## src/hdl/pma_pkg.sv

```systemverilog
package pma_pkg;

	// storage geometry
	localparam int DEPTH          = 1024;
	localparam int WORD_BITS      = 32;
	localparam int BYTE_BITS      = 8;
	localparam int BYTES          = WORD_BITS / BYTE_BITS;
	localparam int ADDR_BITS      = $clog2(DEPTH);
	localparam int POLICY_BITS    = 5;
	localparam int WORDS_BITS     = 11;
	localparam int CFG_DATA_BITS  = 11;
	localparam int CFG_INDEX_BITS = 2;

	// configuration register indexes
	localparam logic [CFG_INDEX_BITS-1:0] CFG_IDX_POLICY = 2'd0;
	localparam logic [CFG_INDEX_BITS-1:0] CFG_IDX_WORDS  = 2'd1;

	localparam logic [WORDS_BITS-1:0] WORDS_RESET = 11'd1024;

	// command codes
	localparam logic CMD_READ  = 1'b0;
	localparam logic CMD_WRITE = 1'b1;

	// access policy codes
	localparam logic [POLICY_BITS-1:0] POL_RW       = 5'd0;
	localparam logic [POLICY_BITS-1:0] POL_RO       = 5'd1;
	localparam logic [POLICY_BITS-1:0] POL_RC       = 5'd2;
	localparam logic [POLICY_BITS-1:0] POL_RS       = 5'd3;
	localparam logic [POLICY_BITS-1:0] POL_WRC      = 5'd4;
	localparam logic [POLICY_BITS-1:0] POL_WRS      = 5'd5;
	localparam logic [POLICY_BITS-1:0] POL_WC       = 5'd6;
	localparam logic [POLICY_BITS-1:0] POL_WS       = 5'd7;
	localparam logic [POLICY_BITS-1:0] POL_WSRC     = 5'd8;
	localparam logic [POLICY_BITS-1:0] POL_WCRS     = 5'd9;
	localparam logic [POLICY_BITS-1:0] POL_W1C      = 5'd10;
	localparam logic [POLICY_BITS-1:0] POL_W1S      = 5'd11;
	localparam logic [POLICY_BITS-1:0] POL_W1T      = 5'd12;
	localparam logic [POLICY_BITS-1:0] POL_W0C      = 5'd13;
	localparam logic [POLICY_BITS-1:0] POL_W0S      = 5'd14;
	localparam logic [POLICY_BITS-1:0] POL_W0T      = 5'd15;
	localparam logic [POLICY_BITS-1:0] POL_W1SRC    = 5'd16;
	localparam logic [POLICY_BITS-1:0] POL_W1CRS    = 5'd17;
	localparam logic [POLICY_BITS-1:0] POL_W0SRC    = 5'd18;
	localparam logic [POLICY_BITS-1:0] POL_W0CRS    = 5'd19;
	localparam logic [POLICY_BITS-1:0] POL_WO       = 5'd20;
	localparam logic [POLICY_BITS-1:0] POL_WOC      = 5'd21;
	localparam logic [POLICY_BITS-1:0] POL_WOS      = 5'd22;
	localparam logic [POLICY_BITS-1:0] POL_W1       = 5'd23;
	localparam logic [POLICY_BITS-1:0] POL_WO1      = 5'd24;
	localparam logic [POLICY_BITS-1:0] POL_NOACCESS = 5'd25;

	typedef enum logic [1:0] {
		RSP_OK      = 2'd0,
		RSP_REFUSED = 2'd1,
		RSP_RANGE   = 2'd2
	} rsp_status_t;

	typedef struct packed {
		logic                 command;
		logic [ADDR_BITS-1:0] word_index;
		logic [31:0]          write_data;
		logic [3:0]           byte_enable;
	} req_t;

	typedef struct packed {
		rsp_status_t status;
		logic [31:0] read_data;
		logic        changed;
	} rsp_t;

	// controller -> datapath
	typedef struct packed {
		logic clear;
		logic accept;
		logic exec;
	} ctl_cmd_t;

	// datapath -> controller
	typedef struct packed {
		logic clear_done;
		logic rsp_stall;
	} ctl_stat_t;

endpackage

```

## src/hdl/pma_ctrl.sv

```systemverilog
module pma_ctrl import pma_pkg::*; (
	input  logic      clk,
	input  logic      arst_n,
	input  logic      req_valid,
	output logic      req_ready,
	input  ctl_stat_t stat,
	output ctl_cmd_t  cmd
);

	typedef enum logic [2:0] {
		S_CLEAR = 3'b001,
		S_IDLE  = 3'b010,
		S_EXEC  = 3'b100
	} state_t;

	state_t state_q;
	state_t state_d;

	// next state
	always_comb begin
		state_d = state_q;
		unique case (state_q)
			S_CLEAR: if (stat.clear_done) state_d = S_IDLE;
			S_IDLE:  if (req_valid) state_d = S_EXEC;
			S_EXEC:  if (!stat.rsp_stall) state_d = S_IDLE;
			default: state_d = S_CLEAR;
		endcase
	end

	always_ff @(posedge clk or negedge arst_n) begin
		if (!arst_n) begin
			state_q <= S_CLEAR;
		end else begin
			state_q <= state_d;
		end
	end

	// commands
	assign req_ready  = (state_q == S_IDLE);
	assign cmd.clear  = (state_q == S_CLEAR);
	assign cmd.accept = req_ready & req_valid;
	assign cmd.exec   = (state_q == S_EXEC) & ~stat.rsp_stall;

endmodule

```

## config.mk

```make
export PLATFORM = sky130hd
export DESIGN_NAME = pma_ctrl
export DESIGN_NICKNAME = d
export VERILOG_FILES = /design/src/hdl/pma_pkg.sv /design/src/hdl/pma_ctrl.sv
export SDC_FILE = /design/constraint.sdc
export NUM_CORES = 1
export LEC_CHECK = 0
export ABC_AREA = 1
export BUFFER_PORTS_ARGS = -buffer_cell sky130_fd_sc_hd__buf_2
export CAP_MARGIN = 20
export CORE_AREA = 2 2 39 41
export CTS_CLUSTER_SIZE = 24
export DETAILED_ROUTE_END_ITERATION = 6
export DIE_AREA = 0 0 41 43
export GPL_ROUTABILITY_DRIVEN = 0
export GPL_TIMING_DRIVEN = 0
export PLACE_DENSITY = 0.36
export SYNTH_ARGS = -nofsm -noshare
export SYNTH_HDL_FRONTEND = slang
export SYNTH_SLANG_ARGS = --single-unit
```

## constraint.sdc

```tcl
create_clock -name clk -period 1.1 [get_ports clk]
set_input_delay 0.22 -clock clk [delete_from_list [all_inputs] [get_ports clk]]
set_output_delay 0.22 -clock clk [all_outputs]
set_load 0.005 [all_outputs]
```

Word level (Yosys, flattened, before mapping)

Index checks and enable logic that the tools add are counted.

Word-level logic and storage cells: 15
Output and inout bits: 4
Input port bits: 5
Register bits after elaboration: 3

Equality and inequality tests: 6
Bitwise logic cells: 3
Reduce and logical (&&, ||, !) cells: 1
Multiplexer cells: 4

Operators by type and width:

| kind                                                                  | count |
|---|---|
| 3-bit two-way mux                                                     | 3 |
| 3-bit one-hot mux with 3 select lines                                 | 1 |
| 2-bit != test, second input constant                                  | 3 |
| 3-bit by 1-bit equality test with 1-bit output, second input constant | 1 |
| 3-bit by 2-bit equality test with 1-bit output, second input constant | 1 |
| 3-bit equality test, second input constant                            | 1 |
| 3-bit AND reduction                                                   | 1 |
| 1-bit bitwise AND                                                     | 2 |
| 1-bit NOT                                                             | 1 |

Logic depth before layout (Yosys ltp)

Word-level depth: 3
Mapped depth: 6
Mapped depth without buffers: 6

Worst setup path before layout

No wires, ideal clock.

Path kind: register to output
From: register state_q[0]
To: output port cmd[1] (netlist name)
Arrival time: 0.776 ns
Required time: 0.880 ns
Stages on the path, launching flop included: 4
Setup slack: 0.104 ns
Cells stage by stage: dfstp_2 -> nor2_2 -> nand2_1 -> nor2_1

RTL lines:

| element                  | line           | RTL |
|---|---|---|
| start: declaration       | pma_ctrl.sv:16 | `state_t state_q;` |
| start signal: assignment | pma_ctrl.sv:34 | `state_q <= state_d;` |
| end: declaration         | pma_ctrl.sv:7  | `output ctl_cmd_t cmd` |

==> impl_summary.log <==
INFO  metric outcome = finished with violations
INFO  metric violated_checks = setup timing
INFO  metric synth_top_family_by_area = simple AND/OR/NAND/NOR gates
INFO  metric clock_sink_count = 3
INFO  metric slew-limit-headroom = 0.8660
INFO  metric numPlacedInstances = 52
INFO  metric power.leakage = between 0.15 and 0.2 nW
INFO  metric viasPerCell = 3.758
INFO  metric share_of_flip_flops_with_an_asynchronous_set_or_reset_after_synthesis = 1.000
INFO  metric synth-adder-area-share = 0
INFO  metric largest_register_ffs = 3
INFO  metric power_per_cell_area = 2627 nW/um2
INFO  metric synthSimpleGateAreaFrac = 0.3618
INFO  metric drt_iter0_drc = 0
INFO  metric postRouteAntennaNets = 0
INFO  metric largest_register = state_q
INFO  metric post_synth_main_area_contributors = sky130_fd_sc_hd__dfrtp_1, sky130_fd_sc_hd__nand2_1, sky130_fd_sc_hd__dfstp_2
INFO  metric reg.largest.list = state_q x3
INFO  metric die-width = between 40 and 50 um
INFO  metric post_route_cells_drive_above_1_share = 0.5000
INFO  metric place_area = 250.2 um2
INFO  metric synth_enable_flop_cells = 0
INFO  metric post_synthesis_net_count = 33
INFO  metric final-setup-viol-count = 6
INFO  metric cts_inserted_buffers = 3
INFO  metric core_outline_area = 1384 um2
INFO  metric grt_antenna_before_repair = 0
INFO  metric post-place-ws = -66.50 ps
INFO  metric maximum_number_of_pins_on_one_net_before_global_route_repair = 6
INFO  metric yosysTopAreaCell = sky130_fd_sc_hd__dfrtp_1
INFO  metric period_needed = 1301 ps
INFO  metric max_slew.worst_pin.slew = 199.2 ps
INFO  metric areaGrowthSynthToFinish = 74.34%
INFO  metric commonest_cells_in_the_netlist = sky130_fd_sc_hd__nand2_1, sky130_fd_sc_hd__inv_1, sky130_fd_sc_hd__nand3_1, sky130_fd_sc_hd__nor2_1, sky130_fd_sc_hd__dfrtp_1
INFO  metric post_layout_instance_area = 331.6 um2
INFO  metric cts_tree = done
INFO  metric slowest_cell_on_crit_path = sky130_fd_sc_hd__dfstp_2
INFO  metric routed_wirelength = 465 um
INFO  metric timing.setup.critical_path_class = flip-flop to output pin
INFO  metric timing_max_transition_violations_final = 0
INFO  metric drc_violations_left = 0
INFO  metric synth_xor_xnor_area_share = 0
INFO  metric worst-endpoint-arrival = between 1000 and 1500 ps
INFO  metric hold_path.class = input port to flip-flop
INFO  metric critPathCaptureType = output pin
INFO  metric synthMuxAreaShare = 0
INFO  metric holdWs = 262.3 ps
INFO  metric vias = 233
INFO  metric final.setup_skew = 0.8074 ps
INFO  metric yosys_most_used_dff = sky130_fd_sc_hd__dfrtp_1
INFO  metric worst_skew_pair.late_latency = 230 ps
INFO  metric grt_setup_unrepaired = true
INFO  metric layoutNonFillerInstCount = 62
INFO  metric cts.root.buffer_cell = sky130_fd_sc_hd__clkbuf_4
INFO  metric cts.path.max_buffers = 2
INFO  metric postSynthCellCount = 28
INFO  metric ys.warnings.count = 0
INFO  metric synth_sequential_area_ratio = 0.4013
INFO  metric ys_ff_latch = 3
INFO  metric drt_pre_antenna_iters = 1
INFO  metric grt_util_all_layers = 0.08249
INFO  metric die_height = 43 um
INFO  metric clkSlewWorstSetupHoldPaths = 40 ps
INFO  metric grt_pass1_wl = 897 um
INFO  metric cap_viol_max_count = 0
INFO  metric worstPathCellList = nor2_4 -> nand2_2 -> nor2_1 -> buf_2
INFO  metric post_drt_wl_per_cell = 7.500 um
INFO  metric synth_area_per_cell = 6.792 um2
INFO  metric final_critical_path_setup_slack = -201.3 ps
INFO  metric timing.final.crit_share = 1.183
INFO  metric globalRoute.totalOverflow = 0
INFO  metric dieArea = 1763 um2
INFO  metric top_cell_type_s_share_of_synthesized_area = 0.2632
INFO  metric required = 880 ps
INFO  metric final_core_utilization = 0.2396
INFO  metric crit_path_max_fanout = 5
INFO  metric worstSetupStartpointType = flip-flop
INFO  metric mappedNetlistArea = roughly 190 um2
INFO  metric cpPeakStageDelay = 580 ps
INFO  metric max_freq = 768.5 MHz
INFO  metric hold_violations = 0
INFO  metric tns = -813.7 ps
INFO  metric max-vdd-ir-drop = roughly 0.00066 V
INFO  metric core.rowCount = 14
INFO  metric place.port_buffers = 8
INFO  metric power = 0.8712 mW
INFO  metric vias_in_the_first_global_route = 235
INFO  metric layout.nets = 52
INFO  metric floorplan.io_pins = 9
INFO  metric num_antenna_cells = 0
INFO  metric post_synth_num_cell_types = 12
INFO  metric htree_levels = 1
INFO  metric floorplan.initialDensity = 0.1374
INFO  metric final_hpwl_dp = 346.8 um
INFO  metric yosys.cell_count.top_type = sky130_fd_sc_hd__nand2_1
INFO  metric synth-compound-area-share = 0.1184
[critical path, delay by kind of cell, from the launching register on]
family | cells | cell delay [ps]
buf+inv | 1 | 120
flops | 1 | 580
simple gates | 3 | 160
[worst paths after layout]
path	cells past startpoint	slack (ps)	startpoint	endpoint
setup reg to reg	6	-60	state_q[0]	state_q[1]
hold / removal	4	260	stat[1]	state_q[0]
setup / recovery	4	-200	state_q[0]	cmd[1]
max in group asynchronous	2	590	arst_n	state_q[0]
hold reg to reg	2	580	state_q[0]	state_q[0]
min in group asynchronous	2	320	arst_n	state_q[2]
[timing repair]
item                                   4_1_cts  5_1_grt
resized for setup                            3        0
hold buffers                                 1        0
endpoints found under the hold margin        3        0
cloned                                       0        0
pin swaps                                    2        0
setup endpoints to repair                    4        6
setup buffers                                5        0
[cell usage in the layout, fill, tap and decap left out]
cell type and instances:
sky130_fd_sc_hd__dfrtp_1 2, sky130_fd_sc_hd__dfstp_2 1, sky130_fd_sc_hd__o21ai_2 1, sky130_fd_sc_hd__o21ai_0 1, sky130_fd_sc_hd__nor2_1 3, sky130_fd_sc_hd__inv_2 2
sky130_fd_sc_hd__dlygate4sd3_1 1, sky130_fd_sc_hd__nand2_1 7, sky130_fd_sc_hd__clkbuf_4 3, sky130_fd_sc_hd__buf_2 8, sky130_fd_sc_hd__nand3_1 3, sky130_fd_sc_hd__buf_4 5
sky130_fd_sc_hd__nor2_4 1, sky130_fd_sc_hd__inv_1 4, sky130_fd_sc_hd__nand2_2 1, sky130_fd_sc_hd__a21oi_2 1, sky130_fd_sc_hd__nor4_1 1, sky130_fd_sc_hd__clkbuf_1 1
[cell families after synthesis]
| logic type | Yosys count |
|---|---|
| flip-flops | 3 |
| AO/OA/AOI/OAI | 3 |
| buffers and inverters | 6 |
| AND/OR/NAND/NOR | 16 |
[routing by layer]
metal,track usage,vias up,part of all wire,routed length [um]
li1,-,125,-,-
met1,0.09385,97,0.48,223
met2,0.1000,9,0.42,197
met3,0.04712,2,0.065,30
met4,0.08000,0,0.028,13
met5,0,-,0,0
[area by class of cell]
type,count,area (um2)
fill,153,1052
clock buffer,4,26.28
multi-input combinational,19,98.84
timing repair buffer,14,87.58
inverter,6,22.52
tap,16,20.02
sequential,3,76.32
[power by group]
part | internal, mW | total, mW | switching, mW | leakage [nW]
sequential | 0.174 | 0.239 | 0.0652 | 0.0365
clock | 0.136 | 0.190 | 0.0543 | 0.0150
combinational | 0.229 | 0.442 | 0.214 | 0.142
total | 0.538 | 0.871 | 0.333 | 0.194
(Power assumes the default switching activity.)
